File: config.mk
export PLATFORM = sky130hd
export DESIGN_NAME = button_debounce_gesture_detector
export DESIGN_NICKNAME = d
export VERILOG_FILES = /design/src/rtl/bdgd_pkg.sv /design/src/rtl/button_debounce_gesture_detector.sv
export SDC_FILE = /design/constraint.sdc
export NUM_CORES = 1
export LEC_CHECK = 0
export ABC_AREA = 1
export BUFFER_PORTS_ARGS = -buffer_cell sky130_fd_sc_hd__clkbuf_2
export CAP_MARGIN = 20
export CORE_MARGIN = 5
export CORE_UTILIZATION = 27
export CTS_BUF_LIST = sky130_fd_sc_hd__clkbuf_2 sky130_fd_sc_hd__clkbuf_4 sky130_fd_sc_hd__clkbuf_8
export CTS_CLUSTER_SIZE = 28
export DETAILED_ROUTE_END_ITERATION = 12
export PLACE_DENSITY = 0.46
export SLEW_MARGIN = 20
export SYNTH_ARGS = -nofsm -noshare
export SYNTH_HDL_FRONTEND = slang
export SYNTH_SLANG_ARGS = --single-unit
File: constraint.sdc
create_clock -name clock -period 27.5 [get_ports clock]
set_input_delay 5.5 -clock clock [delete_from_list [all_inputs] [get_ports clock]]
set_output_delay 5.5 -clock clock [all_outputs]
set_load 0.005 [all_outputs]
File: src/rtl/bdgd_pkg.sv
// Shared types and codes for the button debounce / gesture detector.
// No dependencies; imported by the top level and its checker.
package bdgd_pkg;

   typedef enum logic [1:0] {
      GESTURE_NONE   = 2'd0,
      GESTURE_CLICK  = 2'd1,
      GESTURE_LONG   = 2'd2,
      GESTURE_SECRET = 2'd3
   } gesture_type;

   localparam int unsigned CSR_INDEX_W = 3;
   localparam int unsigned CSR_DATA_W  = 16;

   localparam logic [CSR_INDEX_W-1:0] CSR_DEBOUNCE      = 3'd0;
   localparam logic [CSR_INDEX_W-1:0] CSR_CLICK_MAX     = 3'd1;
   localparam logic [CSR_INDEX_W-1:0] CSR_LONG_PRESS    = 3'd2;
   localparam logic [CSR_INDEX_W-1:0] CSR_SECRET_WINDOW = 3'd3;

   localparam logic [CSR_DATA_W-1:0] DEBOUNCE_RESET      = 16'd50;
   localparam logic [CSR_DATA_W-1:0] CLICK_MAX_RESET     = 16'd500;
   localparam logic [CSR_DATA_W-1:0] LONG_PRESS_RESET    = 16'd1000;
   localparam logic [CSR_DATA_W-1:0] SECRET_WINDOW_RESET = 16'd1500;

   typedef struct packed {
      gesture_type gesture;
      logic        stable_pressed;
   } rsp_type;

endpackage

File: src/rtl/button_debounce_gesture_detector.sv
// Top level of the button debounce / gesture detector.
// Depends on bdgd_pkg for the gesture codes, register indexes and result type.

// One poll per req_ transfer, one result per poll, one poll per clock cycle
// sustained while rsp_ready keeps taking results. Each poll is evaluated in
// the cycle it is accepted: a handful of 32-bit modulo subtractions against
// the 16-bit thresholds update the debounce and gesture state, and the result
// lands in a two-entry output queue. The queue lets a poll be accepted while
// one result is still waiting on rsp_; req_ready drops only when both entries
// are full. A result appears on rsp_ the cycle after its poll when the queue
// was empty, later if an older result is still waiting. The csr_ port writes
// the four millisecond thresholds; write them only while the block is idle.
module button_debounce_gesture_detector
   import bdgd_pkg::*;
(
   input  logic                   clock,
   input  logic                   reset,
   input  logic                   req_valid,
   output logic                   req_ready,
   input  logic                   req_raw_pressed,
   input  logic [31:0]            req_now_ms,
   output logic                   rsp_valid,
   input  logic                   rsp_ready,
   output logic [1:0]             rsp_gesture,
   output logic                   rsp_stable_pressed,
   input  logic                   csr_we,
   input  logic [CSR_INDEX_W-1:0] csr_index,
   input  logic [CSR_DATA_W-1:0]  csr_wdata
);

   logic [CSR_DATA_W-1:0] debounce_ff, click_max_ff, long_press_ff, secret_window_ff;

   logic        last_raw_ff, last_raw_in;
   logic        debounced_ff, debounced_in;
   logic [31:0] stable_since_ff, stable_since_in;
   logic [31:0] press_start_ff, press_start_in;
   logic [31:0] long_release_ff, long_release_in;
   logic        long_release_valid_ff, long_release_valid_in;
   logic        long_fired_ff, long_fired_in;

   rsp_type     result;
   rsp_type     slot0_ff, slot1_ff;
   logic [1:0]  count_ff, count_in;
   logic [1:0]  count_after_pop;
   logic        push, pop;

   logic [31:0] since_stable, since_release, since_press;
   logic        window_open, take_level, held;

   // configuration registers
   always_ff @(posedge clock) begin
      if (reset) begin
         debounce_ff      <= DEBOUNCE_RESET;
         click_max_ff     <= CLICK_MAX_RESET;
         long_press_ff    <= LONG_PRESS_RESET;
         secret_window_ff <= SECRET_WINDOW_RESET;
      end else if (csr_we) begin
         case (csr_index)
            CSR_DEBOUNCE:      debounce_ff      <= csr_wdata;
            CSR_CLICK_MAX:     click_max_ff     <= csr_wdata;
            CSR_LONG_PRESS:    long_press_ff    <= csr_wdata;
            CSR_SECRET_WINDOW: secret_window_ff <= csr_wdata;
            default: ;
         endcase
      end
   end

   // per-poll evaluation
   always_comb begin
      last_raw_in           = req_raw_pressed;
      stable_since_in       = (req_raw_pressed != last_raw_ff) ? req_now_ms : stable_since_ff;
      debounced_in          = debounced_ff;
      press_start_in        = press_start_ff;
      long_release_in       = long_release_ff;
      long_fired_in         = long_fired_ff;
      result.gesture        = GESTURE_NONE;

      since_release = req_now_ms - long_release_ff;
      // a pending long-press release expires before anything else is decided
      window_open   = long_release_valid_ff &&
                      (since_release <= {16'd0, secret_window_ff});
      long_release_valid_in = window_open;

      since_stable = req_now_ms - stable_since_in;
      take_level   = (since_stable >= {16'd0, debounce_ff}) &&
                     (req_raw_pressed != debounced_ff);
      since_press  = req_now_ms - press_start_ff;

      if (take_level) begin
         debounced_in = req_raw_pressed;
         if (req_raw_pressed) begin
            press_start_in = req_now_ms;
            long_fired_in  = 1'b0;
         end else if (long_fired_ff) begin
            long_release_in       = req_now_ms;
            long_release_valid_in = 1'b1;
         end else if (since_press <= {16'd0, click_max_ff}) begin
            if (window_open) begin
               result.gesture        = GESTURE_SECRET;
               long_release_valid_in = 1'b0;
            end else begin
               result.gesture = GESTURE_CLICK;
            end
         end
      end

      // hold time measured from the press start as it stands after this poll
      held = (req_now_ms - press_start_in) >= {16'd0, long_press_ff};
      if (debounced_in && !long_fired_in && held) begin
         result.gesture = GESTURE_LONG;
         long_fired_in  = 1'b1;
      end

      result.stable_pressed = debounced_in;
   end

   assign push = req_valid && req_ready;
   assign pop  = rsp_valid && rsp_ready;

   always_ff @(posedge clock) begin
      if (reset) begin
         last_raw_ff           <= 1'b0;
         debounced_ff          <= 1'b0;
         stable_since_ff       <= 32'd0;
         press_start_ff        <= 32'd0;
         long_release_ff       <= 32'd0;
         long_release_valid_ff <= 1'b0;
         long_fired_ff         <= 1'b0;
      end else if (push) begin
         last_raw_ff           <= last_raw_in;
         debounced_ff          <= debounced_in;
         stable_since_ff       <= stable_since_in;
         press_start_ff        <= press_start_in;
         long_release_ff       <= long_release_in;
         long_release_valid_ff <= long_release_valid_in;
         long_fired_ff         <= long_fired_in;
      end
   end

   // two-entry result queue, head in slot0
   assign count_after_pop = count_ff - {1'b0, pop};
   assign count_in        = count_after_pop + {1'b0, push};

   always_ff @(posedge clock) begin
      if (reset) begin
         count_ff <= 2'd0;
      end else begin
         count_ff <= count_in;
      end
   end

   always_ff @(posedge clock) begin
      if (push && (count_after_pop == 2'd0)) begin
         slot0_ff <= result;
      end else if (pop) begin
         slot0_ff <= slot1_ff;
      end
      if (push && (count_after_pop != 2'd0)) begin
         slot1_ff <= result;
      end
   end

   assign req_ready          = (count_ff != 2'd2);
   assign rsp_valid          = (count_ff != 2'd0);
   assign rsp_gesture        = slot0_ff.gesture;
   assign rsp_stable_pressed = slot0_ff.stable_pressed;

endmodule

==> results of run 1 <==
[registers in the layout, indices dropped and copies added, names as in the netlist]
name / count
long_press_ff: 16
rsp_stable_pressed: 1
count_ff: 2
rsp_gesture: 2
slot1_ff: 3
debounce_ff: 16
last_raw_ff: 1
press_start_ff: 32
long_release_valid_ff: 1
long_fired_ff: 1
click_max_ff: 16
debounced_ff: 1
secret_window_ff: 16
long_release_ff: 32
stable_since_ff: 32
[tightest hold or removal path: stages, from the launching register on]
cell,delay (ns)
dfxtp_1,0.31
inv_1,0.06
a21oi_1,0.06
[metrics by stage]
stage          instance area [µm²]  hold slack, ns  total power, mW  util (%)
6_report                     17490          0.4654            1.064     29.74
2_1_floorplan                15960          0.4331           0.7130         -
3_5_place_dp                 17050          0.4534           0.8663     29.00
3_3_place_gp                 17050          0.4465           0.8633     29.00
5_1_grt                      17490          0.4835            1.167     29.74
4_1_cts                      17470          0.4672            1.079     29.71
[worst paths after layout]
kind                       start                   to  slack [ns]  cells past startpoint
max reg2reg          last_raw_ff       rsp_gesture[1]       19.71                     52
max              req_raw_pressed       rsp_gesture[1]       14.97                     53
min reg2reg  long_release_ff[21]  long_release_ff[21]        0.47                      2
min          long_release_ff[21]  long_release_ff[21]        0.47                      2
[Yosys cell counts (all sizes together) (4+ instances only)]
cell type	n
a21oi	270
nor3	39
a21boi	9
nand4	33
o21bai	12
nand3	105
mux2i	18
o211ai	53
a21o	5
nand2	521
o21ai	217
o221ai	5
a211oi	9
dfxtp	166
xor2	60
o21a	6
inv	428
xnor2	28
a31oi	5
nor4	12
ha	177
nor2	174
or2	6
buf	8
edfxtp	6
o41ai	4
nand3b	6
clkbuf	47
[power by group]
part | internal [mW] | switching, mW
Clock | 0.0868 | 0.117
Combinational | 0.199 | 0.372
Sequential | 0.277 | 0.0116
[routing by layer]
layer	wire [µm]	GRT usage (%)
met5	0	0
met4	882	3.995
met3	1832	2.578
met2	25890	28.73
met1	27340	24.04
[cells by family (layout without fill, tap and decap cells)]
| group | count (synthesis) | count (layout) | synth area share, % |
|---|---|---|---|
| AND/OR/NAND/NOR | 903 | 903 | 25.20 |
| AO/OA/AOI/OAI | 607 | 607 | 21.07 |
| buffers and inverters | 484 | 529 | 11.57 |
| adder cells (fa/ha/maj) | 180 | 180 | 14.25 |
| flip-flops | 172 | 172 | 21.95 |
| XOR/XNOR | 88 | 88 | 4.829 |
| multiplexers | 18 | 18 | 1.129 |
| other | 0 | 1 | 0 |
[area by class of cell]
class	instances	area share [%]
flip-flops and latches	172	20.03
clock inverters	13	0.9659
diodes	1	0.01431
clock buffers	19	1.424
well taps	773	5.531
multi-input cells	1796	60.76
repair buffers	68	2.046
inverters	429	9.222
==> flow_metrics.tcl, run 1 <==
set metrics [dict create \
    area_growth_pct 9.563 \
    irDropWorstVdd_mv 0.03561 \
    mostFrequentLayoutCell "nand2_1" \
    ys_dominant_reg_cell "dfxtp_1" \
    dieArea_mm2 0.06408 \
    yosysWarnings 0 \
    cp-end-kind "register" \
    critPathArrivalTime_ns 12.85 \
    slew_violations 0 \
    setup_violations 0 \
    antenna_found_initial 1 \
    gr-total-overflow 0 \
    die_w_um 253.1 \
    slew_headroom_pct 31.42 \
    postCtsHoldBufs 0 \
    place_congestion 0.9017 \
    initial_utilization_pct 27.15 \
    htreeDepth 4 \
    route.detailed.drc 0 \
    synthArstFlopShare_pct 0 \
    synth_edf_count 6 \
    min_path_type "register to register" \
    grt_max_degree 83 \
    finalNetCount 2721 \
    dpl.cell_count 3237 \
    die_y_um 253.1 \
    finalCriticalPeriod_ns 12.53 \
    criticalPathCategory "input port to register" \
    grt_pass1_wl_mm 86.28 \
    fin_crit_sh_pct 45.57 \
    leakage_nw 8.278 \
    cts_tree "built" \
    finClkSkew_ns 0.02302 \
    clkLatencyLatePin_ns 0.57 \
    grt_pass1_vias 14990 \
    portBuffers 61 \
    hold_viol_final 0 \
    rows 89 \
    multi_input_area_mm2 0.01063 \
    drt_wl_total_mm 55.94 \
    drtIter0Drc 844 \
    cts_resized 0 \
    dr.pass1.iters 5 \
    core_mm2 0.05880 \
    postCtsSetupBuffers 0 \
    timing.final.ws_setup_ns 14.97 \
    synth_top_area_share_pct 20.82 \
    dp_hpwl_mm 45.99 \
    synth_area_leaders "dfxtp_1 21%, ha_1 14%, nand2_1 12%, inv_1 9.5%, a21oi_1 8.5%" \
    path_delay_family "simple AND/OR/NAND/NOR gates" \
    rsz0062_at_grt "no" \
    clock.fmax_mhz 79.79 \
    seqCellArea_mm2 0.003503 \
    tns_ns 0 \
    clockBufferDepth 2 \
    cpMostUsedCell "nand2_1" \
    synth.distinct_cells 57 \
    cap_violations 0 \
    dp_slack_ns 14.33 \
    ys_seq_area_share_pct 21.95 \
    mostFrequentLayoutCells "488 x nand2_1, 404 x inv_1, 270 x a21oi_1, 200 x o21ai_0, 177 x ha_1" \
    synth_area_mm2 0.01596 \
    viasPerCell 4.791 \
    io_pins 62 \
    synth.largest_area_cell "dfxtp_1" \
    stdcell_count 3271 \
    synth_seq_cells 172 \
    worst_pin_slew_ns 1.025 \
    critPathBufInv 7 \
    synth_cells 2452 \
    ant_nets 0 \
    vias 15670 \
    cp_max_fo 72 \
    outcome "finished clean" \
    clkTransAtPathRegs_ns 0.10 \
    max_stage_delay_ns 0.41 \
    nFillCells 6554 \
    cp-start-kind "input port" \
    cts_made_buffers 17 \
    drive_gt1_share_pct 8.090 \
    cts_num_sinks 172 \
    grt_use_total_pct 17.39 \
    synth_nets 2689 \
    critPathRequiredTime_ns 27.82 \
    routedWlPerCell_um 17.10 \
    slowest_stage "fa_1" \
    powerDensity_mw_per_mm2 60.86 \
    synth_area_per_cell_um2 6.510 \
    clock_tree.root_cell "clkbuf_8" \
]
No activity file was read; power rests on OpenSTA's default activity.
==> run 2: changes to the inputs <==
- clock period: 27.5 -> 11.7 ns (I/O delays scaled with it)
==> run 2 against run 1 <==
Against the previous run:
- sequential share of layout area is essentially flat
- register-to-register slack lost 16 ns
- via count grew 0.31%
- global-route usage shrank 0.13 points
- final cell count is essentially flat
- non-clock buffer count grew 2
- design area is essentially flat
- hold slack is essentially flat
- sequential power grew 130%
- utilization is essentially flat
- count of clock-buffer cells in the layout shrank 1
- highest routed layer unchanged
==> flow_metrics.tcl, run 2 (synthesis results as in run 1) <==
set metrics [dict create \
    gr-total-overflow 0 \
    cts_num_sinks 172 \
    grt_max_degree 94 \
    critPathBufInv 6 \
    dieArea_mm2 0.06408 \
    drtIter0Drc 1057 \
    whs_ns 0.4659 \
    drt_wl_total_mm 55.84 \
    min_path_type "register to register" \
    portBuffers 61 \
    postCtsSetupBuffers 0 \
    hold_viol_final 0 \
    finalCriticalPeriod_ns 9.485 \
    initial_utilization_pct 27.15 \
    tns_ns 0 \
    antenna_found_initial 2 \
    slew_violations 0 \
    seqPwrFrac_pct 27.4 \
    drive_gt1_share_pct 8.123 \
    r2r_slack_ns 3.77 \
    dp_hpwl_mm 45.60 \
    worst_pin_slew_ns 1.053 \
    grt_pass1_wl_mm 85.51 \
    reg2reg_depth 55 \
    clock_tree.root_cell "clkbuf_8" \
    ant_nets 0 \
    die_y_um 253.1 \
    timing.rr.end "rsp_gesture[1]" \
    slew_headroom_pct 28.89 \
    pwr-share-clk_pct 18.0 \
    post_dp_cell_area_mm2 0.01708 \
    leakage_nw 8.269 \
    place_congestion 0.9354 \
    switching_share_pct 48.35 \
    p_int_mw 1.281 \
    rows 89 \
    powerDensity_mw_per_mm2 141.9 \
    criticalPathCategory "input port to register" \
    slowest_stage "fa_1" \
    viasPerCell 4.801 \
    postCtsHoldBufs 0 \
    clkLatencyLatePin_ns 0.58 \
    die_w_um 253.1 \
    cts_resized 0 \
    vias 15720 \
    cap_violations 0 \
    hold_depth 2 \
    seqCellArea_mm2 0.003503 \
    fin_crit_sh_pct 81.06 \
    area_growth_pct 9.516 \
    setup_violations 0 \
    finClkSkew_ns 0.02986 \
    multi_input_area_mm2 0.01063 \
    clockBufferDepth 2 \
    path_delay_family "simple AND/OR/NAND/NOR gates" \
    crit_start "req_raw_pressed" \
    clkTransAtPathRegs_ns 0.09 \
    outcome "finished clean" \
    dp_slack_ns 1.612 \
    path_depth 57 \
    endpoint "rsp_gesture[1]" \
    max_stage_delay_ns 0.41 \
    rsz0062_at_grt "no" \
    final_area_mm2 0.01748 \
    core_mm2 0.05880 \
    critPathRequiredTime_ns 12.02 \
    power.switching_mw 1.199 \
    cpMostUsedCell "nand2_1" \
    power_mw 2.480 \
    r2r_start "last_raw_ff" \
    critPathArrivalTime_ns 9.81 \
    cp-end-kind "register" \
    mostFrequentLayoutCells "488 x nand2_1, 404 x inv_1, 270 x a21oi_1, 200 x o21ai_0, 177 x ha_1" \
    cp-start-kind "input port" \
    mostFrequentLayoutCell "nand2_1" \
    grt_use_total_pct 17.26 \
    cp_max_fo 72 \
    reg_top3 "long_release_ff (32), press_start_ff (32), stable_since_ff (32)" \
    clock.fmax_mhz 105.4 \
    htreeDepth 4 \
    io_pins 62 \
    timing.final.ws_setup_ns 2.215 \
    route.detailed.drc 0 \
    dr.pass1.iters 5 \
    power_frac_comb_pct 54.7 \
    finalNetCount 2723 \
    cts_tree "built" \
    irDropWorstVdd_mv 0.08513 \
    grt_pass1_vias 14980 \
    cts_made_buffers 17 \
    routedWlPerCell_um 17.06 \
    nFillCells 6585 \
]
## run 2: worst min-delay path: stages, from the launching register on
cell     delay (ns)
dfxtp_1        0.31
inv_1          0.06
a21oi_1        0.06
## run 2: worst min path at each step
stage / from / endpoint / slack [ns]
2_1_floorplan: long_release_ff[10] / long_release_ff[10] / 0.43
3_3_place_gp: long_release_ff[8] / long_release_ff[8] / 0.45
3_5_place_dp: long_release_ff[15] / long_release_ff[15] / 0.45
4_1_cts: long_release_ff[15] / long_release_ff[15] / 0.47
5_1_grt: click_max_ff[10] / click_max_ff[10] / 0.48
6_report: long_release_ff[19] / long_release_ff[19] / 0.47
## run 2: power groups by stage
stage                     combinational, mW  clock [mW]  sequential, mW
after floorplan                       0.991           0           0.685
after global placement                 1.35           0           0.692
after detailed placement               1.36           0           0.692
after CTS                              1.36       0.474           0.679
after global routing                   1.55       0.493           0.686
final                                  1.36       0.446           0.679
## run 2: final cells by class
class / instances / area share [%]
repair buffers: 70 / 2.133
inverters: 429 / 9.226
clock buffers: 18 / 1.381
diodes: 2 / 0.02863
multi-input cells: 1796 / 60.80
flip-flops and latches: 172 / 20.04
clock inverters: 14 / 0.8518
well taps: 773 / 5.533
## run 2: layer usage
layer	vias to the layer above	wire, µm	GRT usage, %	part of all wire (%)
met5	-	0	0	0
met4	0	1378	4.951	2.5
li1	8175	-	-	-
met3	46	1995	2.763	3.6
met2	248	25310	28.25	45
met1	7250	27160	23.55	49
## run 2: stage by stage
stage	util [%]	std cells
3_5_place_dp	29.04	3240
5_1_grt	29.72	3272
2_1_floorplan	-	2452
6_report	29.73	3274
3_3_place_gp	29.04	3240
4_1_cts	29.71	3272
